**config.mk**
```make
export PLATFORM = sky130hd
export DESIGN_NAME = gnfs_rcb_front
export DESIGN_NICKNAME = d
export VERILOG_FILES = /design/src/rtl/gnfs_rcb_pkg.sv /design/src/rtl/gnfs_rcb_front.sv
export SDC_FILE = /design/constraint.sdc
export NUM_CORES = 1
export LEC_CHECK = 0
export BUFFER_PORTS_ARGS = -buffer_cell sky130_fd_sc_hd__buf_2
export CORE_AREA = 5 5 176 178
export DETAILED_ROUTE_END_ITERATION = 8
export DIE_AREA = 0 0 181 183
export GPL_ROUTABILITY_DRIVEN = 0
export PLACE_DENSITY_LB_ADDON = 0.08
export RECOVER_POWER = 100
export SLEW_MARGIN = 20
export SYNTH_ARGS = -nofsm -noshare
export SYNTH_HDL_FRONTEND = slang
export SYNTH_SLANG_ARGS = --single-unit
```
**constraint.sdc**
```tcl
create_clock -name vclk -period 4.4
set_input_delay 0.88 -clock vclk [all_inputs]
set_output_delay 0.88 -clock vclk [all_outputs]
set_load 0.005 [all_outputs]
```
**src/rtl/gnfs_rcb_pkg.sv**
```systemverilog
// shared types, codes and defaults for the relation column builder
// no dependencies
package gnfs_rcb_pkg;

    localparam int CHAR_DEPTH_DEFAULT = 32;
    localparam int BASE_LIMIT_DEFAULT = 1048576;
    localparam int QUEUE_DEPTH        = 2;

    localparam logic [1:0] KIND_LOAD   = 2'd0;
    localparam logic [1:0] KIND_START  = 2'd1;
    localparam logic [1:0] KIND_FACTOR = 2'd2;
    localparam logic [1:0] KIND_END    = 2'd3;

    localparam logic [1:0] CFG_NOT_MONIC = 2'd0;
    localparam logic [1:0] CFG_RAT_SIZE  = 2'd1;
    localparam logic [1:0] CFG_ALG_SIZE  = 2'd2;
    localparam logic [1:0] CFG_CHAR_CNT  = 2'd3;

    typedef enum logic [1:0] {
        OP_LOAD,
        OP_START,
        OP_FACTOR,
        OP_END
    } op_t;

    typedef struct packed {
        logic        not_monic;
        logic [20:0] rat_size;
        logic [20:0] alg_size;
        logic [5:0]  char_count;
    } cfg_t;

    typedef struct packed {
        op_t         op;
        logic [4:0]  slot;
        logic [31:0] q;
        logic [31:0] s;
        logic        neg_sign;
        logic [47:0] a;
        logic [31:0] b;
        logic [31:0] p;
        logic [21:0] row;
        logic        emit;
    } cmd_t;

    typedef struct packed {
        logic        start;
        logic [6:0]  steps;
        logic [63:0] dividend;
        logic [31:0] divisor;
    } mod_req_t;

    typedef struct packed {
        logic        done;
        logic [31:0] rem;
    } mod_rsp_t;

endpackage

```
**src/rtl/gnfs_rcb_front.sv**
```systemverilog
// input side: takes beats, classifies them and works out factor rows
// depends on gnfs_rcb_pkg
module gnfs_rcb_front (
    input  gnfs_rcb_pkg::cfg_t cfg,
    input  logic               in_valid,
    output logic               in_ready,
    input  logic [1:0]         kind,
    input  logic [4:0]         entry_slot,
    input  logic [31:0]        char_prime,
    input  logic [31:0]        char_root,
    input  logic               negative_sign,
    input  logic signed [47:0] pair_a,
    input  logic [31:0]        pair_b,
    input  logic [31:0]        free_prime,
    input  logic               algebraic_side,
    input  logic [19:0]        base_position,
    input  logic               exponent_odd,
    input  logic               fifo_full,
    output logic               push,
    output gnfs_rcb_pkg::cmd_t push_data
);

    logic [21:0] off;
    logic        in_rat, in_alg;

    assign in_ready = !fifo_full;
    assign push     = in_valid && !fifo_full;
    assign off      = 22'(cfg.not_monic);
    assign in_rat   = {1'b0, base_position} < cfg.rat_size;
    assign in_alg   = {1'b0, base_position} < cfg.alg_size;

    always_comb
    begin
        push_data          = '0;
        push_data.slot     = entry_slot;
        push_data.q        = char_prime;
        push_data.s        = char_root;
        push_data.neg_sign = negative_sign;
        push_data.a        = pair_a;
        push_data.b        = pair_b;
        push_data.p        = free_prime;
        case (kind)
            gnfs_rcb_pkg::KIND_LOAD:   push_data.op = gnfs_rcb_pkg::OP_LOAD;
            gnfs_rcb_pkg::KIND_START:  push_data.op = gnfs_rcb_pkg::OP_START;
            gnfs_rcb_pkg::KIND_FACTOR: push_data.op = gnfs_rcb_pkg::OP_FACTOR;
            gnfs_rcb_pkg::KIND_END:    push_data.op = gnfs_rcb_pkg::OP_END;
            default:                   push_data.op = gnfs_rcb_pkg::OP_END;
        endcase
        if (algebraic_side)
        begin
            push_data.row  = 22'd1 + off + 22'(cfg.rat_size) + 22'(base_position);
            push_data.emit = exponent_odd && in_alg;
        end
        else
        begin
            push_data.row  = 22'd1 + off + 22'(base_position);
            push_data.emit = exponent_odd && in_rat;
        end
    end

endmodule

```
======== After elaboration in Yosys (flattened, before gate mapping) ========
Index checks and enable logic that the tools add are counted.
cells by class
  add/subtract/negate cells ............... 4
  $lt $le $gt $ge ......................... 2
  equal/unequal tests ..................... 3
  muxes and demuxes ....................... 2
  reductions and logical operators ........ 5
operators with widths
  kind                                                             count
  20-bit by 21-bit < comparator with 1-bit output                  2
  23-bit 2-to-1 mux                                                1
  22-bit by 20-bit adder with 22-bit output                        1
  22-bit by 21-bit adder with 22-bit output                        1
  2-bit by 20-bit adder with 21-bit output                         1
  2-bit case mux with 4 select lines                               1
  2-bit == test, second input constant                             2
  1-bit logical AND                                                3
  1-bit by 1-bit adder with 2-bit output, first input constant     1
  2-bit by 1-bit == test with 1-bit output, second input constant  1
  2-bit logical NOT                                                1
  1-bit logical NOT                                                1
storage, ports and cells
  register bits after elaboration ......... 0
  output and inout port bits .............. 209
  word-level logic and storage cells ...... 16

======== Depth between registers and ports, before layout ========
  depth in word-level cells ............... 4
  gate-level depth with buffers ........... 12
  depth with buffers taken out ............ 11

======== Least setup slack after synthesis ========
No wires, ideal clock.
  path type ............................... input to output
  start ................................... input cfg[28] (netlist name)
  end ..................................... output push_data[18] (netlist name)
  data arrival time ....................... 3.101 ns
  data required time ...................... 3.520 ns
  path slack .............................. 0.419 ns
  stages .................................. 10
  path buffers ............................ 0
  path through ............................ fa_1 -> ha_1 -> fa_1 -> a21oi_2 -> o21ai_2 -> a221o_1 -> a211oi_2 -> xnor2_1 -> nand2_1 -> o21ai_1
RTL lines
  element          line                  source
  start, declared  gnfs_rcb_front.sv:4   input gnfs_rcb_pkg::cfg_t cfg,
  end, declared    gnfs_rcb_front.sv:20  output gnfs_rcb_pkg::cmd_t push_data

==> results.txt <==
The synthesized netlist devotes 12.6% of its cell area to simple gates. In the final layout, the share of cells above drive strength 1 is 25.1%. The run gives 63 as the placement row count. The tools report the hold violation count in the final report as 0. The post-detailed-route DRC marker count was 0. The final antenna-violating net count was 0.

The top cell family by delay on the critical path was compound AO/OA/AOI/OAI gates. The leading cell type by number of instances after synthesis was sky130_fd_sc_hd__buf_4. By startpoint and endpoint, the worst setup path is classified as primary input to output pin.

Number of global-route vias before repair: 3665. Dividing the detail-routed via count by the number of cells gives 3.73. Measured against its own limit, the worst slew margin works out to 46.2%. The slowest cell on the critical path was sky130_fd_sc_hd__fa_1. The share of synthesized area in the top cell type comes to 31.9%. The switching part of the total was 57.2%. In this run the count of I/O pins placed on the die edge is 466.

The die is 183 um tall. The synthesized design spends more area on one cell type than any other, namely sky130_fd_sc_hd__buf_4. The run finished with clean final reports.

Counting the clock-network buffers in the layout gives 0. The final setup TNS is 0 ns, and the sum of buffers and inverters on the critical path is 2. The post-detailed-placement half-perimeter wirelength came out at 12700 um. The portion of total power attributed to sequential cells came out at 0%.

The class of the most critical hold timing path is primary input to output pin. The worst path uses 99.9% of the clock period. The critical path required time was 3.52 ns; the via count was 3374. At the worst endpoint, the arrival time is 3.52 ns.

At the end of the flow, the number of nets in the layout was 856. For this design the static power due to leakage is 2.03 nW. The maximum net fanout on the critical path is 3. Sequential cells were found to cover 0% of the synthesized design area. The number of different library cells used by synthesis comes to 48. The synthesized netlist devotes 7.16% of its cell area to XOR and XNOR gates. The antenna diode count was 0.

The compound-cell area share of the yosys netlist was 15.1%. For this run, the total global-route usage over all layers was measured as 8.02%. The critical path's largest stage delay was 0.47 ns.

At the pin with the least slew margin, the transition time is 0.807 ns. STA classifies the critical path startpoint as a primary input. The die covers 0.0331 mm^2.

From left edge to right edge, the die measures 181 um. Cell internal power was estimated by the tool at 219 uW. The power density over the cells is 126 mW/mm^2, and the global route total overflow is 0.

IR analysis of the VDD net gives a maximum drop of 32.8 uV. By count the netlist is led by sky130_fd_sc_hd__buf_4, sky130_fd_sc_hd__ha_1, sky130_fd_sc_hd__inv_1. In the post-route analysis, the smallest setup slack over all paths is 0.00393 ns. The tools report the wire length of the first global-routing pass as 21400 um. Category of the worst setup path capture point: an output pin. The adder-cell area share of the yosys netlist came out at 25.0%. The core box area was 0.0292 mm^2; the post-layout utilization of the core was 13.9%.

The number of nets handed over by synthesis was 929. By area the synthesized netlist is led by sky130_fd_sc_hd__buf_4, sky130_fd_sc_hd__ha_1, sky130_fd_sc_hd__inv_1, sky130_fd_sc_hd__a21oi_1, sky130_fd_sc_hd__xor2_1. The multiplexer fraction of the synthesized cell area works out to 1.43%. The clock network accounts for 0% of the total power.

The synthesized netlist occupies a cell area of 0.00428 mm^2. Effective utilization at floorplan: 14.6%. The critical path goes through buf_6 -> fa_1 -> ha_2 -> fa_2 -> a21oi_2 -> o21ai_2 -> a221o_1 -> a31oi_1 -> xor2_1 -> a21oi_1 -> buf_2. The pre-CTS setup slack is -0.142 ns, and the total setup violations reported at the end of the flow is 0. Setup repair after global routing could not meet its margin everywhere. Max-cap violations in this run came to 0. After layout, the minimum clock period comes to 4.40 ns. The first-iteration detailed-routing DRC count came out at 76. For this design the total switching power over the nets is 293 uW. The number of antenna violations at the first check in global routing is 4, and the area added between synthesis and finish is -5.29%.

The sequential cell count was 0. The quantity of I/O buffers inserted on ports was 92. The routed design has 14000 um of wire. Synthesized netlist cell count: 589. The power share of the combinational group is 100.0%, and the number of detailed-routing iterations run before antenna repair is 4. The fmax was 0.227 GHz; the final number of max-transition violations was 0. Detail-routed net length per standard cell: 15.5 um. For this design, the CTS-stage hold fixing added 0 buffers.

During synthesis, Yosys emitted a total of 0 warnings. Entering global routing, the biggest net connects 40 pins. By area, the combinational part of the netlist is dominated by buffers and inverters. The mean instance size in the synthesized netlist is 7.27 um^2, and the storage element area is 0 um^2.
[area by class of cell]
class	instances	area (um^2)
Fill cell	3429	25200
Inverter	67	251
Timing Repair Buffer	116	644
Multi-Input combinational cell	331	2670
Tap cell	390	488
[metrics by stage]
stage	instances	hold slack (ns)	area [um^2]	power, mW
final	904	1.76	4050	0.512
after global placement	901	1.76	3980	0.515
after CTS	901	1.76	4000	0.518
after global routing	904	1.76	4050	0.585
after detailed placement	901	1.76	3980	0.512
after floorplan	589	1.79	4280	0.427
[cells in the final DEF, fill, tap and decap left out, types with 7 or more instances in the layout]
cell type and n:
sky130_fd_sc_hd__a21o_1 10, sky130_fd_sc_hd__nand2_1 24, sky130_fd_sc_hd__buf_4 24, sky130_fd_sc_hd__xor2_1 19
sky130_fd_sc_hd__clkbuf_1 7, sky130_fd_sc_hd__nand3_1 11, sky130_fd_sc_hd__nand4_1 11, sky130_fd_sc_hd__inv_1 67
sky130_fd_sc_hd__xnor2_1 15, sky130_fd_sc_hd__ha_1 78, sky130_fd_sc_hd__buf_2 83, sky130_fd_sc_hd__a21oi_1 42
sky130_fd_sc_hd__o21ai_0 14, sky130_fd_sc_hd__nor2_1 29
[power by group through the flow]
stage | combinational, mW | clock (mW) | sequential, mW
after floorplan | 0.427 | 0 | 0
after global placement | 0.515 | 0 | 0
after detailed placement | 0.512 | 0 | 0
after CTS | 0.518 | 0 | 0
after global routing | 0.585 | 0 | 0
final | 0.512 | 0 | 0
[cells by family (layout without fill, tap and decap cells)]
logic type,Yosys count,count (layout)
AOI/OAI and AO/OA,102,102
xor gates and xnor gates,35,35
adders and majority gates,83,83
buffers and inverters,258,183
muxes,6,6
and+or+nand+nor,105,105
[per-layer routing]
| metal | up-vias | wire (um) | global-route usage (%) |
|---|---|---|---|
| li1 | 1623 | - | - |
| met2 | 160 | 6030 | 12.7 |
| met5 | - | 41 | 0 |
| met1 | 1529 | 6500 | 10.7 |
| met3 | 54 | 1220 | 2.82 |
| met4 | 8 | 239 | 1.56 |
[worst paths after layout]
| check | end | cells past startpoint | from | slack (ns) |
|---|---|---|---|---|
| max | push_data[14] | 11 | base_position[1] | 0.004 |
| min | push_data[107] | 0 | pair_a[20] | 1.76 |
[repair_timing]
action | 4_1_cts | 5_1_grt
resized for setup | 6 | 7
pin swaps | 10 | 7
buffers inserted | 0 | 3
endpoints found under the setup margin | 6 | 8
(Power assumes the default switching activity.)
