## src/rtl/gnfs_rcb_pkg.sv

```systemverilog
// shared types, codes and defaults for the relation column builder
// no dependencies
package gnfs_rcb_pkg;

    localparam int CHAR_DEPTH_DEFAULT = 32;
    localparam int BASE_LIMIT_DEFAULT = 1048576;
    localparam int QUEUE_DEPTH        = 2;

    localparam logic [1:0] KIND_LOAD   = 2'd0;
    localparam logic [1:0] KIND_START  = 2'd1;
    localparam logic [1:0] KIND_FACTOR = 2'd2;
    localparam logic [1:0] KIND_END    = 2'd3;

    localparam logic [1:0] CFG_NOT_MONIC = 2'd0;
    localparam logic [1:0] CFG_RAT_SIZE  = 2'd1;
    localparam logic [1:0] CFG_ALG_SIZE  = 2'd2;
    localparam logic [1:0] CFG_CHAR_CNT  = 2'd3;

    typedef enum logic [1:0] {
        OP_LOAD,
        OP_START,
        OP_FACTOR,
        OP_END
    } op_t;

    typedef struct packed {
        logic        not_monic;
        logic [20:0] rat_size;
        logic [20:0] alg_size;
        logic [5:0]  char_count;
    } cfg_t;

    typedef struct packed {
        op_t         op;
        logic [4:0]  slot;
        logic [31:0] q;
        logic [31:0] s;
        logic        neg_sign;
        logic [47:0] a;
        logic [31:0] b;
        logic [31:0] p;
        logic [21:0] row;
        logic        emit;
    } cmd_t;

    typedef struct packed {
        logic        start;
        logic [6:0]  steps;
        logic [63:0] dividend;
        logic [31:0] divisor;
    } mod_req_t;

    typedef struct packed {
        logic        done;
        logic [31:0] rem;
    } mod_rsp_t;

endpackage

```

## src/rtl/gnfs_rcb_mod.sv

```systemverilog
// bit-serial remainder unit, one dividend bit per cycle
// depends on gnfs_rcb_pkg
module gnfs_rcb_mod (
    input  logic                   clk,
    input  logic                   rst_n,
    input  gnfs_rcb_pkg::mod_req_t req,
    output gnfs_rcb_pkg::mod_rsp_t rsp
);

    logic [31:0] rem_reg, div_q_reg;
    logic [63:0] dvd_reg;
    logic [6:0]  cnt_reg;
    logic        busy_reg, done_reg;
    logic [32:0] trial, t_next;

    assign trial  = {rem_reg, dvd_reg[63]};
    assign t_next = (trial >= {1'b0, div_q_reg}) ? trial - {1'b0, div_q_reg} : trial;
    assign rsp.done = done_reg;
    assign rsp.rem  = rem_reg;

    always_ff @(posedge clk or negedge rst_n)
    begin
        if (!rst_n)
        begin
            busy_reg  <= 1'b0;
            done_reg  <= 1'b0;
            rem_reg   <= '0;
            dvd_reg   <= '0;
            div_q_reg <= '0;
            cnt_reg   <= '0;
        end
        else
        begin
            done_reg <= 1'b0;
            if (req.start)
            begin
                busy_reg  <= 1'b1;
                rem_reg   <= '0;
                dvd_reg   <= req.dividend;
                div_q_reg <= req.divisor;
                cnt_reg   <= req.steps;
            end
            else if (busy_reg)
            begin
                rem_reg <= t_next[31:0];
                dvd_reg <= {dvd_reg[62:0], 1'b0};
                cnt_reg <= cnt_reg - 1'b1;
                if (cnt_reg == 7'd1)
                begin
                    busy_reg <= 1'b0;
                    done_reg <= 1'b1;
                end
            end
        end
    end

endmodule

```

## config.mk

```make
export PLATFORM = sky130hd
export DESIGN_NAME = gnfs_rcb_mod
export DESIGN_NICKNAME = d
export VERILOG_FILES = /design/src/rtl/gnfs_rcb_pkg.sv /design/src/rtl/gnfs_rcb_mod.sv
export SDC_FILE = /design/constraint.sdc
export NUM_CORES = 1
export LEC_CHECK = 0
export BUFFER_PORTS_ARGS = -buffer_cell sky130_fd_sc_hd__buf_4
export CORE_MARGIN = 2
export CORE_UTILIZATION = 52
export CTS_BUF_LIST = sky130_fd_sc_hd__clkbuf_16
export DETAILED_ROUTE_END_ITERATION = 10
export GPL_ROUTABILITY_DRIVEN = 0
export GPL_TIMING_DRIVEN = 0
export HOLD_SLACK_MARGIN = 0.05
export PLACE_DENSITY = 0.76
export SYNTH_ARGS = -nofsm -noshare
export SYNTH_HDL_FRONTEND = slang
export SYNTH_SLANG_ARGS = --single-unit
```

## constraint.sdc

```tcl
create_clock -name clk -period 3.4 [get_ports clk]
set_input_delay 0.17 -clock clk [delete_from_list [all_inputs] [get_ports clk]]
set_output_delay 0.17 -clock clk [all_outputs]
set_load 0.005 [all_outputs]
```

After elaboration in Yosys (flattened, before gate mapping):

Index checks and enable logic that the tools add are counted.

* memories kept: 0
* flip-flop bits (word level): 137
* output and inout bits: 33
* bits in writable memories: 0
* ROM bits: 0
* bits in latches: 0
* input port bits: 106
* logic and storage cells: 24

* divide/modulo/power cells: 0
* multiply operators: 0
* add/subtract/negate cells: 2
* muxes and demuxes: 13
* eq/ne operators: 1
* reduce and logical (&&, ||, !) cells: 1
* bitwise operators: 0
* order comparisons: 1
* shift-type cells: 0

Operators by type and width (number)
* 2-to-1 mux 64 bit: 2
* 2-to-1 mux 32 bit: 3
* greater-or-equal comparator 33 x 32 -> 1 bit: 1
* subtractor 32 bit: 1
* 2-to-1 mux 7 bit: 2
* equality test 7 x 1 -> 1 bit (second input constant): 1
* subtractor 7 x 1 -> 7 bit (second input constant): 1
* 2-to-1 mux 1 bit: 6
* nonzero test 2 bit: 1

Logic depth before layout (Yosys ltp):

Gate-level depths: netlist of the first run.

* depth in word-level cells: 4
* gate-level depth with buffers: 14
* gate-level depth less buffers: 11

Least setup slack after synthesis of the first run:

Ideal clock, no wire load.

* kind: register to register
* start: reg rem_reg[19]
* end: reg rem_reg[3]
* library setup time: 0.087 ns
* clock period less this slack: 2.637 ns
* path buffers: 3
* stages on the path, launching flop included: 13
* arrival time: 2.550 ns
* required time: 3.313 ns
* path slack: 0.763 ns
* path through: dfrtp_1 ha_1 buf_2 nand4_2 nor3_2 and2_1 a21boi_2 o2111ai_4 and2_4 buf_6 buf_6 o31a_1 a211oi_2

* longest elaborated chain between the ends: 4

Ends and longest elaborated chain
* from (decl): RTL line gnfs_rcb_mod.sv:10 `logic [31:0] rem_reg, div_q_reg;`
* from (signal assigned): RTL line gnfs_rcb_mod.sv:45 `rem_reg <= t_next[31:0];`
* greater-or-equal comparator 33 x 32 -> 1 bit: RTL line gnfs_rcb_mod.sv:17 `assign t_next = (trial >= {1'b0, div_q_reg}) ? trial - {1'b0, div_q_reg} : trial;`
* 2-to-1 mux 32 bit: RTL line gnfs_rcb_mod.sv:17
* 2-to-1 mux 32 bit: RTL line gnfs_rcb_mod.sv:43 `else if (busy_reg)`
* 2-to-1 mux 32 bit: RTL line gnfs_rcb_mod.sv:35 `if (req.start)`

Every way passes these cells. The select of a mux whose other input is x is not followed.
A chain may end at the register's enable or synchronous reset.

Final worst setup path of the first run:

* start: reg rem_reg[13]
* end: reg rem_reg[24]

* longest elaborated chain between the ends: 4
* elaborated cells on any way between the ends: 5
* those cells by class: add/sub (1); order compare (1); mux (3)

Ends and longest elaborated chain (RTL line)
* subtractor 32 bit / greater-or-equal comparator 33 x 32 -> 1 bit (equally long branches): gnfs_rcb_mod.sv:17
* 2-to-1 mux 32 bit (*): gnfs_rcb_mod.sv:17
* 2-to-1 mux 32 bit (*): gnfs_rcb_mod.sv:43
* 2-to-1 mux 32 bit (*): gnfs_rcb_mod.sv:35

Every way passes the cells marked *; elsewhere a longest branch is shown, timed or not. The select of a mux whose other input is x is not followed.

==> qor.yml, run 1 <==
sta:
  tightest_slew_ns: 0.840
  finalWorstSetupSlack_ns: 0.280
  relSlewSlack_pct: 44.0
  setup_violations: 0
  setup_tns_ns: 0
  finalCritPeriodShare_pct: 91.8
  finClkSkew_ns: 0.00682
  fmax_mhz: 320
  slew_viol_final: 0
  min_period_ns: 3.12
  rsz0062_at_grt: "no"
  hold_viol_final: 0
floorplan:
  die_h_um: 129
  die-area_um2: 16700
  ios: 139
  rows: 45
  initial_core_util_pct: 53.3
  core_area_um2: 15300
  die_w_um: 129
place:
  placed_cell_area_um2: 9460
  port-buffer-count: 137
  dpl_worst_slack_ns: 0.218
  placedCellCount: 1272
  dp_hpwl_um: 15500
hold_path:
  holdPathStages: 2
  holdCritStartpoint: "req[103]"
  holdPathEnd: "dvd_reg[54]$_DFFE_PN0P_"
  holdCritPathClass: "primary input to register"
drt:
  antenna_left: 0
  firstDrtPassIters: 5
  via_per_inst: 5.59
  vias: 7869
  drc_errors: 0
  drt-initial-drc-count: 639
  wl_per_cell_um: 16.6
  routed_wl_um: 23400
global_routing:
  grt_pass1_wl_um: 37900
  grt_usage_pct: 28.9
  grt-ovfl-total: 0
  grt_antenna_before_repair: 0
  grt_max_degree: 85
  grt_pass1_vias: 7835
clock_network:
  cts_buffers: 17
  cts_tree: "built"
  clock-root-buffer: "clkbuf_16"
  clockBufferDepth: 2
  cts.htree.levels: 4
  clock_sinks: 137
  clkLatencyLatePin_ns: 0.42
  clkTransAtPathRegs_ns: 0.06
  post_cts_buffers: 0
power_and_ir_drop:
  power_frac_seq_pct: 33.5
  vdd_drop_max_mv: 0.428
  power_density_nw_per_um2: 547
  p_leak_nw: 5.59
  combPwrFrac_pct: 38.7
  p_sw_share_pct: 35.8
  p_sw_mw: 2.17
  intPower_mw: 3.88
  clkPwrFrac_pct: 27.8
synth:
  ys_ff_latch: 137
  yosys-top-cells-area: "dfrtp_1, nand2_1, mux2i_1"
  syn_area_um2: 8140
  synth_xor_area_share_pct: 3.12
  synth_top_family_by_area: "compound AO/OA/AOI/OAI gates"
  synth-simple-area-share_pct: 16.1
  synth_compound_area_share_pct: 19.8
  muxShareOfSynthArea_pct: 8.15
  ys_warn_count: 0
  syn_avg_cell_area_um2: 8.81
  synthArstFlopShare_pct: 100
  yosysSeqAreaShare_pct: 42.1
  syn_inst: 923
  yosys.area.top_type: "dfrtp_1"
  yosys.cell_types.count: 68
  synth.most_common_cell: "nand2_1"
  synth_fa_ha_area_share_pct: 5.48
  synth_top_area_share_pct: 42.1
  ys.flop_type: "dfrtp_1"
  syn_nets: 1064
  synth_top_cells_by_count: "nand2_1, dfrtp_1, o21ai_0, mux2i_1, nor2_1"
  synth_edf_count: 0
worst_setup_path:
  path_class: "register to register"
  crit_path_start: "rem_reg[13]$_DFFE_PN0P_"
  crit_path_end_kind: "register"
  r2r_end: "rem_reg[24]$_DFFE_PN0P_"
  r2r_cells: 11
  r2r_slack_ns: 0.28
  arrival_ns: 3.44
  critPathLaunchType: "register"
  critPathMaxFanout: 10
  timing.rr.start: "rem_reg[13]$_DFFE_PN0P_"
  cp.required_ns: 3.72
cells_and_area:
  drive_gt1_share_pct: 16.9
  fin_area_um2: 11100
  nets: 1325
  area.growth.synth_to_final_pct: 35.8
  fin_cells: 1408
  largest_register_ffs: 64
outcome:
  status: "complete, no violations"
run:
  cap_violations: 0
## cell usage in the layout, fill, tap and decap left out, types with 17 or more instances in the layout
master and instances:
clkbuf_1 39, nand2_1 174, dlygate4sd3_1 104, inv_1 44, nor2_1 49, a21oi_1 38, buf_4 139, ha_1 34
a311oi_1 23, xnor2_1 21, o21ai_0 118, mux2i_1 64, clkbuf_16 17, dfrtp_1 137
## worst max-delay path by stage
stage	endpoint	slack, ns
2_1_floorplan	rem_reg[3]$_DFFE_PN0P_	0.76
6_report	rem_reg[24]$_DFFE_PN0P_	0.28
4_1_cts	rem_reg[6]$_DFFE_PN0P_	0.18
5_1_grt	rem_reg[15]$_DFFE_PN0P_	0.04
3_3_place_gp	rem_reg[26]$_DFFE_PN0P_	0.25
3_5_place_dp	rem_reg[6]$_DFFE_PN0P_	0.22
## final cells by class
type                    instances  area, um2
repair buffers                242       2100
inverters                      42        158
clock buffers                  17        425
multi-input cells             683       4290
fillers                      1082       4210
clock inverters                14        113
diodes                          1       2.50
well taps                     211        264
plain buffers                  61        269
flip-flops and latches        137       3430
## power groups by stage
stage	registers, mW	logic, mW	clock network (mW)
final	2.03	2.34	1.68
after global routing	2.05	2.58	1.78
after CTS	2.02	2.30	1.70
after detailed placement	2.05	2.19	0
after global placement	2.04	2.15	0
after floorplan	2.00	1.54	0
## worst max-delay path, cell delays in order, from the launching register on
cell       delay, ns
dfrtp_1         0.44
ha_1            0.30
clkbuf_1        0.28
nand2_1         0.10
nor2_1          0.20
and2_1          0.17
a21boi_2        0.24
o2111ai_4       0.20
nand2_1         0.37
buf_2           0.34
nand2_1         0.10
a311oi_1        0.28
## per-layer routing
layer | GRT usage [%] | routed length (um) | part of all wire (%)
met5 | 0 | 0 | 0
met4 | 12.5 | 750 | 3.2
met3 | 5.99 | 1460 | 6.2
met2 | 49.7 | 11400 | 49
met1 | 35.4 | 9730 | 42
## cells by family (layout without fill, tap and decap cells)
kind of cell | after synthesis | count (layout)
and+or+nand+nor | 298 | 298
AOI/OAI and AO/OA | 255 | 255
DFF | 137 | 137
buffers and inverters | 103 | 376
muxes | 66 | 66
adders and majority gates | 35 | 35
xor gates and xnor gates | 29 | 29
other | 0 | 1
## through the flow
step	total power, mW	hold slack (ns)	utilization, %
after detailed placement	4.23	0.142	62.0
after global placement	4.19	0.378	61.8
after floorplan	3.54	-0.126	-
after CTS	6.01	0.135	72.3
after global routing	6.41	0.189	72.4
final	6.05	0.165	72.4
## timing repair
action                                 in CTS  in global routing
endpoints found under the hold margin     156                  0
hold buffers                              104                  0
resized for setup                           0                  4
setup endpoints to repair                   0                 11
Note: power is estimated with default switching activity, not from simulation.
==> run 2: changes to the inputs <==
--- a/config.mk
+++ b/config.mk
@@ -7,13 +7,14 @@
 export LEC_CHECK = 0
 export BUFFER_PORTS_ARGS = -buffer_cell sky130_fd_sc_hd__buf_4
 export CORE_MARGIN = 2
-export CORE_UTILIZATION = 52
+export CORE_UTILIZATION = 25
 export CTS_BUF_LIST = sky130_fd_sc_hd__clkbuf_16
+export CTS_CLUSTER_SIZE = 30
 export DETAILED_ROUTE_END_ITERATION = 10
 export GPL_ROUTABILITY_DRIVEN = 0
 export GPL_TIMING_DRIVEN = 0
 export HOLD_SLACK_MARGIN = 0.05
-export PLACE_DENSITY = 0.76
+export PLACE_DENSITY = 0.43
 export SYNTH_ARGS = -nofsm -noshare
 export SYNTH_HDL_FRONTEND = slang
 export SYNTH_SLANG_ARGS = --single-unit
==> qor.yml, run 2 (synthesized netlist as in run 1, its figures left out) <==
outcome:
  status: "complete, no violations"
floorplan:
  die-area_um2: 34000
  rows: 66
  die_h_um: 184
  initial_core_util_pct: 25.2
  die_w_um: 184
  core_area_um2: 32300
  ios: 139
sta:
  slew_viol_final: 0
  fmax_mhz: 314
  finClkSkew_ns: 0.0188
  min_period_ns: 3.18
  setup_violations: 0
  hold_viol_final: 0
  setup_tns_ns: 0
  rsz0062_at_grt: "no"
  relSlewSlack_pct: 47.3
  tightest_slew_ns: 0.790
  whs_ns: 0.138
  finalCritPeriodShare_pct: 93.6
global_routing:
  met1_usage_pct: 20.4
  grt_pass1_vias: 7540
  grt-ovfl-total: 0
  grt.met3_usage_pct: 3.71
  grt_max_degree: 93
  grtUsageMet2_pct: 26.2
  grt_pass1_wl_um: 41100
  grt_antenna_before_repair: 1
  grt_usage_pct: 15.6
  busiest_layer: "met2"
clock_network:
  clkTransAtPathRegs_ns: 0.07
  clock-root-buffer: "clkbuf_16"
  cts_buffers: 17
  clkLatencyLatePin_ns: 0.44
  clockBufferDepth: 2
  post_cts_buffers: 0
  clock_sinks: 137
  cts_tree: "built"
  cts.htree.levels: 4
drt:
  firstDrtPassIters: 5
  drc_errors: 0
  wl_per_cell_um: 15.8
  via_per_inst: 4.58
  drt-initial-drc-count: 376
  vias: 7507
  antenna_left: 0
  routed_wl_um: 25900
cells_and_area:
  final_cell_mix: "nand2_1, buf_4, dfrtp_1, o21ai_0, dlygate4sd3_1"
  nets: 1325
  area.growth.synth_to_final_pct: 40.2
  final_common_cell: "nand2_1"
  fin_area_um2: 11400
  drive_gt1_share_pct: 17.1
  fin_cells: 1640
  largest_register_ffs: 64
run:
  cap_violations: 0
worst_setup_path:
  path_class: "register to register"
  cp_common_cell: "nand2_1"
  critPathLaunchType: "register"
  arrival_ns: 3.52
  crit_chain: "ha_1 -> clkbuf_1 -> nand2_1 -> nor2_1 -> and2_1 -> a21boi_2 -> o2111ai_4 -> nand2_2 -> buf_2 -> nand2_1 -> a311oi_1"
  cpPeakStageDelay_ns: 0.45
  cpMaxStageDelayCell: "dfrtp_1"
  crit_path_end_kind: "register"
  critPathMaxFanout: 10
  cp.required_ns: 3.74
place:
  placedCellCount: 1503
  dp_hpwl_um: 19100
  placed_cell_area_um2: 9750
  port-buffer-count: 137
power_and_ir_drop:
  vdd_drop_max_mv: 0.394
  power_density_nw_per_um2: 557
  p_leak_nw: 5.63
hold_path:
  holdCritPathClass: "primary input to register"
==> run 2: final timing paths <==
check	end	slack, ns	depth (start not counted)	start
hold / removal	dvd_reg[4]$_DFFE_PN0P_	0.14	2	req[103]
setup reg to reg	rem_reg[24]$_DFFE_PN0P_	0.22	11	rem_reg[13]$_DFFE_PN0P_
min in group asynchronous	rem_reg[7]$_DFFE_PN0P_	0.23	2	rst_n
setup / recovery	rem_reg[24]$_DFFE_PN0P_	0.22	11	rem_reg[13]$_DFFE_PN0P_
max in group asynchronous	dvd_reg[0]$_DFFE_PN0P_	2.35	3	rst_n
hold reg to reg	div_q_reg[0]$_DFFE_PN0P_	0.52	1	div_q_reg[0]$_DFFE_PN0P_
==> run 2: through the flow <==
step,worst slack (ns),utilization (%),power [mW]
after global placement,0.0164,30.1,4.33
after detailed placement,0.0251,30.2,4.34
after global routing,0.00672,35.3,6.77
after CTS,0.00183,35.3,6.41
final,0.219,35.3,6.35
after floorplan,0.763,-,3.54
==> run 2: power breakdown <==
group	total, mW	internal (mW)	switching, mW	leakage (nW)
combinational	2.39	1.06	1.33	3.63
sequential	2.01	1.84	0.174	1.71
clock	1.95	1.06	0.893	0.296
total	6.35	3.95	2.40	5.63
==> run 2: worst max-delay path: cells and delay by family, from the launching register on <==
family / cells / cell delay (ns)
adder cells (fa/ha/maj): 1 / 0.31
AO/OA/AOI/OAI: 3 / 0.75
flip-flops: 1 / 0.45
AND/OR/NAND/NOR: 5 / 0.94
buffers and inverters: 2 / 0.63
==> run 2: area by class of cell <==
class                           count  area, um2
Antenna cell                        1       2.50
Buffer                             61        272
Clock buffer                       17        425
Clock inverter                     15        178
Fill cell                        3396      20900
Inverter                           42        158
Multi-Input combinational cell    683       4290
Sequential cell                   137       3430
Tap cell                          442        553
Timing Repair Buffer              242       2100
==> run 2: metal layers <==
layer	part of all wire [%]	up-vias
met4	0.78	0
li1	-	3771
met1	47	3562
met2	47	162
met5	0	-
met3	4.6	12
==> run 2: repair_timing <==
item / in CTS / in global routing
hold buffers: 104 / 0
resized for setup: 0 / 5
setup endpoints to repair: 0 / 20
hold endpoints to repair: 148 / 0
