**src/rtl/gnfs_rcb_pkg.sv**
```systemverilog
// shared types, codes and defaults for the relation column builder
// no dependencies
package gnfs_rcb_pkg;

    localparam int CHAR_DEPTH_DEFAULT = 32;
    localparam int BASE_LIMIT_DEFAULT = 1048576;
    localparam int QUEUE_DEPTH        = 2;

    localparam logic [1:0] KIND_LOAD   = 2'd0;
    localparam logic [1:0] KIND_START  = 2'd1;
    localparam logic [1:0] KIND_FACTOR = 2'd2;
    localparam logic [1:0] KIND_END    = 2'd3;

    localparam logic [1:0] CFG_NOT_MONIC = 2'd0;
    localparam logic [1:0] CFG_RAT_SIZE  = 2'd1;
    localparam logic [1:0] CFG_ALG_SIZE  = 2'd2;
    localparam logic [1:0] CFG_CHAR_CNT  = 2'd3;

    typedef enum logic [1:0] {
        OP_LOAD,
        OP_START,
        OP_FACTOR,
        OP_END
    } op_t;

    typedef struct packed {
        logic        not_monic;
        logic [20:0] rat_size;
        logic [20:0] alg_size;
        logic [5:0]  char_count;
    } cfg_t;

    typedef struct packed {
        op_t         op;
        logic [4:0]  slot;
        logic [31:0] q;
        logic [31:0] s;
        logic        neg_sign;
        logic [47:0] a;
        logic [31:0] b;
        logic [31:0] p;
        logic [21:0] row;
        logic        emit;
    } cmd_t;

    typedef struct packed {
        logic        start;
        logic [6:0]  steps;
        logic [63:0] dividend;
        logic [31:0] divisor;
    } mod_req_t;

    typedef struct packed {
        logic        done;
        logic [31:0] rem;
    } mod_rsp_t;

endpackage

```
**src/rtl/gnfs_rcb_back.sv**
```systemverilog
// execution side: table writes, row output and the character loop
// depends on gnfs_rcb_pkg, drives gnfs_rcb_mod and the character ram
module gnfs_rcb_back #(
    parameter int CHAR_DEPTH = gnfs_rcb_pkg::CHAR_DEPTH_DEFAULT,
    localparam int AW = (CHAR_DEPTH > 1) ? $clog2(CHAR_DEPTH) : 1
) (
    input  logic                   clk,
    input  logic                   rst_n,
    input  gnfs_rcb_pkg::cfg_t     cfg,
    input  logic                   head_valid,
    input  gnfs_rcb_pkg::cmd_t     head,
    output logic                   pop,
    output logic                   out_valid,
    input  logic                   out_ready,
    output logic [21:0]            row_index,
    output logic                   last_row,
    output logic                   ram_we,
    output logic [AW-1:0]          ram_waddr,
    output logic [63:0]            ram_wdata,
    output logic [AW-1:0]          ram_raddr,
    input  logic [63:0]            ram_rdata,
    output gnfs_rcb_pkg::mod_req_t mod_req,
    input  gnfs_rcb_pkg::mod_rsp_t mod_rsp
);

    typedef enum logic [3:0] {
        S_IDLE, S_EXEC, S_SIGN, S_RD, S_CHK, S_MF, S_M1, S_M2, S_M3,
        S_MUL, S_M4, S_JAC, S_NEXT, S_FLUSH
    } state_t;

    state_t             state_reg;
    gnfs_rcb_pkg::cmd_t cmd_reg;
    gnfs_rcb_pkg::mod_req_t mreq_reg;
    logic [47:0] held_a_reg;
    logic [31:0] held_b_reg, held_p_reg;
    logic        outv_reg, last_reg;
    logic [21:0] row_reg, pend_reg;
    logic        pend_valid_reg, hit_reg;
    logic [5:0]  i_reg;
    logic [31:0] q_reg, s_reg, am_reg, r2_reg;
    logic [63:0] prod_reg;
    logic [31:0] jn_reg, jq_reg;
    logic        jneg_reg;

    logic        can_emit, slot_ok, neg;
    logic [47:0] mag;
    logic [21:0] off, base;
    logic [31:0] num;
    logic [32:0] num_wide;

    assign can_emit  = !outv_reg || out_ready;
    assign pop       = (state_reg == S_IDLE) && head_valid;
    assign out_valid = outv_reg;
    assign row_index = row_reg;
    assign last_row  = last_reg;
    assign slot_ok   = {27'd0, cmd_reg.slot} < 32'(CHAR_DEPTH);
    assign ram_we    = (state_reg == S_EXEC) && (cmd_reg.op == gnfs_rcb_pkg::OP_LOAD) && slot_ok;
    assign ram_waddr = AW'(cmd_reg.slot);
    assign ram_wdata = {cmd_reg.q, cmd_reg.s};
    assign ram_raddr = i_reg[AW-1:0];
    assign mod_req   = mreq_reg;
    assign neg       = held_a_reg[47];
    assign mag       = neg ? (~held_a_reg + 48'd1) : held_a_reg;
    assign off       = 22'(cfg.not_monic);
    assign base      = 22'd1 + off + 22'(cfg.rat_size) + 22'(cfg.alg_size);
    assign num_wide  = (am_reg >= mod_rsp.rem) ? {1'b0, am_reg - mod_rsp.rem}
                     : {1'b0, am_reg} + {1'b0, q_reg} - {1'b0, mod_rsp.rem};
    assign num       = num_wide[31:0];

    always_ff @(posedge clk or negedge rst_n)
    begin
        if (!rst_n)
        begin
            state_reg      <= S_IDLE;
            cmd_reg        <= '0;
            mreq_reg       <= '0;
            held_a_reg     <= '0;
            held_b_reg     <= '0;
            held_p_reg     <= '0;
            outv_reg       <= 1'b0;
            last_reg       <= 1'b0;
            row_reg        <= '0;
            pend_reg       <= '0;
            pend_valid_reg <= 1'b0;
            hit_reg        <= 1'b0;
            i_reg          <= '0;
            q_reg          <= '0;
            s_reg          <= '0;
            am_reg         <= '0;
            r2_reg         <= '0;
            prod_reg       <= '0;
            jn_reg         <= '0;
            jq_reg         <= '0;
            jneg_reg       <= 1'b0;
        end
        else
        begin
            mreq_reg.start <= 1'b0;
            if (outv_reg && out_ready)
            begin
                outv_reg <= 1'b0;
            end
            case (state_reg)
                S_IDLE:
                begin
                    if (head_valid)
                    begin
                        cmd_reg   <= head;
                        state_reg <= S_EXEC;
                    end
                end
                S_EXEC:
                begin
                    case (cmd_reg.op)
                        gnfs_rcb_pkg::OP_START:
                        begin
                            held_a_reg <= cmd_reg.a;
                            held_b_reg <= cmd_reg.b;
                            held_p_reg <= cmd_reg.p;
                            if (cfg.not_monic || cmd_reg.neg_sign)
                            begin
                                if (can_emit)
                                begin
                                    outv_reg  <= 1'b1;
                                    row_reg   <= cfg.not_monic ? 22'd0 : off;
                                    last_reg  <= !(cfg.not_monic && cmd_reg.neg_sign);
                                    state_reg <= (cfg.not_monic && cmd_reg.neg_sign) ? S_SIGN
                                                                                     : S_IDLE;
                                end
                            end
                            else
                            begin
                                state_reg <= S_IDLE;
                            end
                        end
                        gnfs_rcb_pkg::OP_FACTOR:
                        begin
                            if (!cmd_reg.emit)
                            begin
                                state_reg <= S_IDLE;
                            end
                            else if (can_emit)
                            begin
                                outv_reg  <= 1'b1;
                                row_reg   <= cmd_reg.row;
                                last_reg  <= 1'b1;
                                state_reg <= S_IDLE;
                            end
                        end
                        gnfs_rcb_pkg::OP_END:
                        begin
                            i_reg          <= '0;
                            pend_valid_reg <= 1'b0;
                            hit_reg        <= 1'b0;
                            state_reg      <= (cfg.char_count == '0) ? S_IDLE : S_RD;
                        end
                        default:
                        begin
                            state_reg <= S_IDLE;
                        end
                    endcase
                end
                S_SIGN:
                begin
                    if (can_emit)
                    begin
                        outv_reg  <= 1'b1;
                        row_reg   <= off;
                        last_reg  <= 1'b1;
                        state_reg <= S_IDLE;
                    end
                end
                S_RD:
                begin
                    state_reg <= S_CHK;
                end
                S_CHK:
                begin
                    q_reg <= ram_rdata[63:32];
                    s_reg <= ram_rdata[31:0];
                    mreq_reg.divisor <= ram_rdata[63:32];
                    if (!ram_rdata[32])
                    begin
                        state_reg <= S_NEXT;
                    end
                    else if (held_b_reg == '0)
                    begin
                        mreq_reg.start    <= 1'b1;
                        mreq_reg.dividend <= {held_p_reg, 32'd0};
                        mreq_reg.steps    <= 7'd32;
                        state_reg         <= S_MF;
                    end
                    else
                    begin
                        mreq_reg.start    <= 1'b1;
                        mreq_reg.dividend <= {mag, 16'd0};
                        mreq_reg.steps    <= 7'd48;
                        state_reg         <= S_M1;
                    end
                end
                S_MF:
                begin
                    if (mod_rsp.done)
                    begin
                        jn_reg    <= mod_rsp.rem;
                        jq_reg    <= q_reg;
                        jneg_reg  <= 1'b0;
                        state_reg <= S_JAC;
                    end
                end
                S_M1:
                begin
                    if (mod_rsp.done)
                    begin
                        am_reg <= (neg && mod_rsp.rem != '0) ? q_reg - mod_rsp.rem : mod_rsp.rem;
                        mreq_reg.start    <= 1'b1;
                        mreq_reg.dividend <= {held_b_reg, 32'd0};
                        mreq_reg.steps    <= 7'd32;
                        state_reg         <= S_M2;
                    end
                end
                S_M2:
                begin
                    if (mod_rsp.done)
                    begin
                        r2_reg            <= mod_rsp.rem;
                        mreq_reg.start    <= 1'b1;
                        mreq_reg.dividend <= {s_reg, 32'd0};
                        mreq_reg.steps    <= 7'd32;
                        state_reg         <= S_M3;
                    end
                end
                S_M3:
                begin
                    if (mod_rsp.done)
                    begin
                        prod_reg  <= r2_reg * mod_rsp.rem;
                        state_reg <= S_MUL;
                    end
                end
                S_MUL:
                begin
                    mreq_reg.start    <= 1'b1;
                    mreq_reg.dividend <= prod_reg;
                    mreq_reg.steps    <= 7'd64;
                    state_reg         <= S_M4;
                end
                S_M4:
                begin
                    if (mod_rsp.done)
                    begin
                        jn_reg    <= num;
                        jq_reg    <= q_reg;
                        jneg_reg  <= 1'b0;
                        state_reg <= S_JAC;
                    end
                end
                S_JAC:
                begin
                    if (jn_reg == '0)
                    begin
                        hit_reg   <= (jq_reg == 32'd1) && jneg_reg;
                        state_reg <= S_NEXT;
                    end
                    else if (!jn_reg[0])
                    begin
                        jn_reg <= {1'b0, jn_reg[31:1]};
                        if (jq_reg[2:0] == 3'd3 || jq_reg[2:0] == 3'd5)
                        begin
                            jneg_reg <= !jneg_reg;
                        end
                    end
                    else if (jn_reg < jq_reg)
                    begin
                        jn_reg <= jq_reg - jn_reg;
                        jq_reg <= jn_reg;
                        if (jn_reg[1:0] == 2'd3 && jq_reg[1:0] == 2'd3)
                        begin
                            jneg_reg <= !jneg_reg;
                        end
                    end
                    else
                    begin
                        jn_reg <= jn_reg - jq_reg;
                    end
                end
                S_NEXT:
                begin
                    if (!hit_reg || !pend_valid_reg || can_emit)
                    begin
                        if (hit_reg)
                        begin
                            if (pend_valid_reg)
                            begin
                                outv_reg <= 1'b1;
                                row_reg  <= pend_reg;
                                last_reg <= 1'b0;
                            end
                            pend_reg       <= base + 22'(i_reg);
                            pend_valid_reg <= 1'b1;
                        end
                        hit_reg   <= 1'b0;
                        i_reg     <= i_reg + 6'd1;
                        state_reg <= (i_reg + 6'd1 == cfg.char_count) ? S_FLUSH : S_RD;
                    end
                end
                S_FLUSH:
                begin
                    if (!pend_valid_reg)
                    begin
                        state_reg <= S_IDLE;
                    end
                    else if (can_emit)
                    begin
                        outv_reg       <= 1'b1;
                        row_reg        <= pend_reg;
                        last_reg       <= 1'b1;
                        pend_valid_reg <= 1'b0;
                        state_reg      <= S_IDLE;
                    end
                end
                default:
                begin
                    state_reg <= S_IDLE;
                end
            endcase
        end
    end

    a_idle_no_pending: assert property (@(posedge clk) disable iff (!rst_n)
        state_reg == S_IDLE |-> !pend_valid_reg)
        else $error("pending character row left behind");

    a_jacobi_odd_modulus: assert property (@(posedge clk) disable iff (!rst_n)
        state_reg == S_JAC |-> jq_reg[0])
        else $error("jacobi modulus became even");

    a_index_in_range: assert property (@(posedge clk) disable iff (!rst_n)
        (state_reg == S_RD || state_reg == S_CHK) |-> i_reg < cfg.char_count)
        else $error("character index past count");

    a_mod_done_expected: assert property (@(posedge clk) disable iff (!rst_n)
        mod_rsp.done |-> (state_reg == S_MF || state_reg == S_M1 || state_reg == S_M2
                          || state_reg == S_M3 || state_reg == S_M4))
        else $error("remainder finished outside a wait state");

endmodule

```
**config.mk**
```make
export PLATFORM = sky130hd
export DESIGN_NAME = gnfs_rcb_back
export DESIGN_NICKNAME = d
export VERILOG_FILES = /design/src/rtl/gnfs_rcb_pkg.sv /design/src/rtl/gnfs_rcb_back.sv
export SDC_FILE = /design/constraint.sdc
export NUM_CORES = 2
export LEC_CHECK = 0
export BUFFER_PORTS_ARGS = -buffer_cell sky130_fd_sc_hd__buf_2
export CAP_MARGIN = 25
export CORE_ASPECT_RATIO = 0.9
export CORE_MARGIN = 2
export CORE_UTILIZATION = 55
export CTS_BUF_LIST = sky130_fd_sc_hd__clkbuf_8 sky130_fd_sc_hd__clkbuf_16
export CTS_CLUSTER_DIAMETER = 30
export DETAILED_ROUTE_END_ITERATION = 8
export HOLD_SLACK_MARGIN = 0.15
export PLACE_DENSITY = 0.74
export SYNTH_ARGS = -nofsm -noshare
export SYNTH_HDL_FRONTEND = slang
export SYNTH_SLANG_ARGS = --single-unit
```
**constraint.sdc**
```tcl
create_clock -name clk -period 14.5 [get_ports clk]
set_input_delay 0.725 -clock clk [delete_from_list [all_inputs] [get_ports clk]]
set_output_delay 0.725 -clock clk [all_outputs]
set_load 0.005 [all_outputs]
```
## Word-level counts from Yosys, hierarchy flattened

Index checks and enable logic that the tools add are counted.

| storage, ports and cells | value |
|---|---|
| input bits | 357 |
| flip-flop bits (word level) | 706 |
| word-level logic and storage cells | 234 |

| operators by class | value |
|---|---|
| magnitude comparators | 2 |
| multipliers | 1 |
| add/subtract/negate cells | 12 |
| multiplexer cells | 89 |
| bitwise operators | 1 |
| reductions and logical operators | 47 |
| eq/ne operators | 50 |

Operators with widths:

| cell | count |
|---|---|
| two-way mux 32 bit | 11 |
| one-hot mux 72 bit (4 select lines) | 1 |
| two-way mux 22 bit | 10 |
| two-way mux 72 bit | 3 |
| subtractor 32 bit | 5 |
| one-hot mux 32 bit (3 select lines) | 1 |
| one-hot mux 22 bit (4 select lines) | 1 |
| two-way mux 69 bit | 1 |
| zero test 32 bit | 2 |
| multiplier 32 x 32 -> 64 bit | 1 |
| one-hot mux 32 bit (2 select lines) | 1 |
| two-way mux 4 bit | 14 |
| one-hot mux 4 bit (13 select lines) | 1 |
| adder 48 x 1 -> 48 bit, second input constant | 1 |
| two-way mux 48 bit | 1 |
| NOT 48 bit | 1 |
| one-hot mux 22 bit (2 select lines) | 1 |
| != test 2 bit, second input constant | 17 |
| adder 32 bit | 1 |
| == test 32 x 1 -> 1 bit, second input constant | 1 |
| greater-or-equal comparator 32 bit | 1 |
| less-than comparator 32 bit | 1 |
| nonzero test 32 bit | 1 |
| two-way mux 1 bit | 29 |
| 43 further kinds | 95 |

## Logic depth before layout (Yosys ltp)

| logic depth | value |
|---|---|
| word-level depth | 7 |
| depth in mapped cells | 29 |
| mapped depth without buffers | 26 |

## Least setup slack after synthesis

No wires, ideal clock.

| timing | value |
|---|---|
| path type | input to register |
| from | in mod_rsp[2] (netlist name) |
| to | reg prod_reg[60] |
| arrival | 7710 ps |
| path buffers | 2 |
| setup slack | 6666 ps |
| stages on the path | 26 |
| path through | clkbuf_1 clkbuf_1 and2_1 fa_1 inv_1 fa_1 fa_1 fa_1 inv_1 fa_1 inv_1 fa_1 inv_1 fa_1 fa_1 ha_1 nand2_1 nor3_1 inv_1 a2111oi_0 nor3_1 o31a_1 o31ai_1 nor2_1 o31ai_1 nand2_1 |

| between the ends | value |
|---|---|
| word-level cells in the longest chain between the ends | 1 |

RTL lines:

| item | line | RTL |
|---|---|---|
| from (decl) | gnfs_rcb_back.sv:23 | `input gnfs_rcb_pkg::mod_rsp_t mod_rsp` |
| multiplier 32 x 32 -> 64 bit | gnfs_rcb_back.sv:237 | `prod_reg <= r2_reg * mod_rsp.rem;` |
| to (signal assigned) | gnfs_rcb_back.sv:237 |  |
| to (decl) | gnfs_rcb_back.sv:41 | `logic [63:0] prod_reg;` |

Every way passes these cells.
A chain may end at the register's enable or synchronous reset.

## Worst setup path after layout

| timing | value |
|---|---|
| from | reg r2_reg[17] |
| to | reg prod_reg[29] |

| between the ends | value |
|---|---|
| word-level cells in the longest chain between the ends | 1 |

RTL lines:

| item | line | RTL |
|---|---|---|
| from (decl) | gnfs_rcb_back.sv:40 | `logic [31:0] q_reg, s_reg, am_reg, r2_reg;` |
| from (signal assigned) | gnfs_rcb_back.sv:226 | `r2_reg <= mod_rsp.rem;` |
| multiplier 32 x 32 -> 64 bit | gnfs_rcb_back.sv:237 |  |

Every way passes these cells.

==> out/results.ini <==
[sta]
hold_violations=0
setup-tns-final_ns=0
tightest_slew_ns=1.104
hold_ws_ns=0.1769
fin_skew_ns=0.08525
period_share=0.6012
rsz0062_at_grt=no
fmax_mhz=114.7
timing.final.crit_period_ns=8.717
setup_violations=0
slew_viol_final=0
relSlewSlack=0.2638

[grt]
first_global_vias=65357
grt_max_degree=182
grt_usage=0.3753
grt_first_pass_wirelength_um=393700
antenna_found_initial=48
gr-total-overflow=0

[synth]
ys_ff_latch=702
synth_common_cells=inv_1, nand2_1, fa_1
synth_most_common_cell=inv_1
ys_top_cells_by_area=fa_1, dfrtp_1, ha_1
syn_area_um2=74450
yosysTopAreaCellShare=0.2522
synth_cell_types=85
yosysWarnings=0
avgSynthCellArea_um2=9.340
syn_inst=7971
synth_seq_area_share=0.2360
async_flop_share=1.000
synth_edf_count=0
yosys.area.top_type=fa_1
ys.flop_type=dfrtp_1

[die]
ios=561
die_area_um2=138300
start_util=0.5521
core.rowCount=128
dieWidth_um=391.8
core-area_um2=134800
die_h_um=353.0

[routing]
drt_iter0_markers=6076
wirelength_um=256700
drtPass1Iterations=6
num_vias=62150
wl_per_cell_um=24.75
drc=0
ant_nets=0
vias_per_cell=5.991

[layout]
multi_input_area_um2=50460
synthToLayoutAreaGrowth_pct=14.65
fin_nets=10148
drive_gt1_frac=0.1575
largest_register_ffs=138
fillers=10966
regArea_um2=17570

[hold_path]
holdCritPathClass=in -> reg

[clock_network]
path_clk_slew_ns=0.05
cts.root.buffer_cell=clkbuf_16
clock_latency_ns=0.82
cts_resized=0
cts_tree=built
cts_setup_buffers=0
cts.sinks=702
cts_hold_buf=140
cts_max_level=4
cts_buffer_depth=3
cts_buffers=159

[placed_design]
gp_congestion=1.052
hpwl_um=188500
numPortBuffers=556

[outcome]
outcome=completed

[critical_path]
critical_path_class=reg -> reg
critPathRequiredTime_ns=15.13
worstSetupEndpointType=flop
worstPathArrival_ns=9.35
worstSetupStartpointType=flop
crit_fanout=21

[job]
drv_cap=0

placed cells by master (no fill, tap or decap), types with 53 or more instances in the layout:
cell type / instances
inv_1: 1146
nand2_1: 982
fa_1: 938
dfrtp_1: 696
and2_1: 632
buf_2: 555
ha_1: 461
o21ai_0: 373
mux2_2: 358
a21oi_1: 300
nor2_1: 235
clkbuf_16: 159
dlygate4sd3_1: 140
xnor2_1: 129
a21o_1: 107
xor2_1: 104
a31oi_1: 96
nand3_1: 92
buf_4: 90
a211oi_1: 53
cell type report:
cell class                      count  area share
Multi-Input combinational cell   5609      0.5912
Sequential cell                   702      0.2059
Timing Repair Buffer              791     0.05840
Inverter                         1129     0.04965
Clock buffer                      176     0.04935
Tap cell                         1820     0.02668
Clock inverter                    118     0.01803
Antenna cell                       29   0.0008502
metrics by stage:
stage	instances	worst slack (ns)	utilization	instance area (um^2)
3_3_place_gp	9908	5.338	0.5790	78070
6_report	10374	5.783	0.6330	85360
2_1_floorplan	7974	6.666	-	74460
4_1_cts	10343	5.979	0.6321	85230
3_5_place_dp	9909	5.564	0.5790	78080
5_1_grt	10367	5.560	0.6329	85340
final timing paths:
path | startpoint | to | slack [ns] | cells after the start
max in group asynchronous | rst_n | r2_reg[8] | 10.62 | 5
setup reg to reg | r2_reg[17] | prod_reg[29] | 5.78 | 21
setup / recovery | r2_reg[17] | prod_reg[29] | 5.78 | 21
hold / removal | head[121] | cmd_reg[121] | 0.18 | 2
hold reg to reg | prod_reg[13] | mod_req[45] | 0.44 | 2
min in group asynchronous | rst_n | ram_wdata[0] | 0.57 | 2
worst max-delay path, cell delays in order (launching register included):
cell and delay, ns:
dfrtp_1 0.72, buf_4 0.45, and2_1 0.20, fa_1 0.44, fa_1 0.50, fa_1 0.52
inv_1 0.05, fa_1 0.47, inv_1 0.05, fa_1 0.51, fa_1 0.57, fa_1 0.43
fa_1 0.44, ha_1 0.37, a21oi_1 0.21, o21ai_0 0.16, a221o_1 0.32, a21oi_1 0.58
o21ai_0 0.49, buf_4 0.30, xnor2_1 0.58, o21ai_0 0.17
kinds of logic (layout without fill, tap and decap cells):
group / after synthesis / after routing / share of synthesized area
compound gates: 1327 / 1327 / 0.1132
xor+xnor: 233 / 233 / 0.02741
fa+ha+maj: 1399 / 1399 / 0.3297
buf+inv: 1663 / 2214 / 0.08798
flops: 702 / 702 / 0.2360
mux: 389 / 389 / 0.05832
other cells: 1 / 33 / 0.00005037
simple gates: 2257 / 2257 / 0.1474
metal layers:
layer,global-route usage,vias to the layer above,routed length (um)
met5,0,-,234
met3,0.1079,897,28110
met1,0.4820,31164,97130
met2,0.5713,3391,114800
li1,-,26660,-
met4,0.2099,38,16460
Power is left out: the tool's default activity adds up to more than one toggle a clock period on the data nets, which glitch-free logic cannot reach.
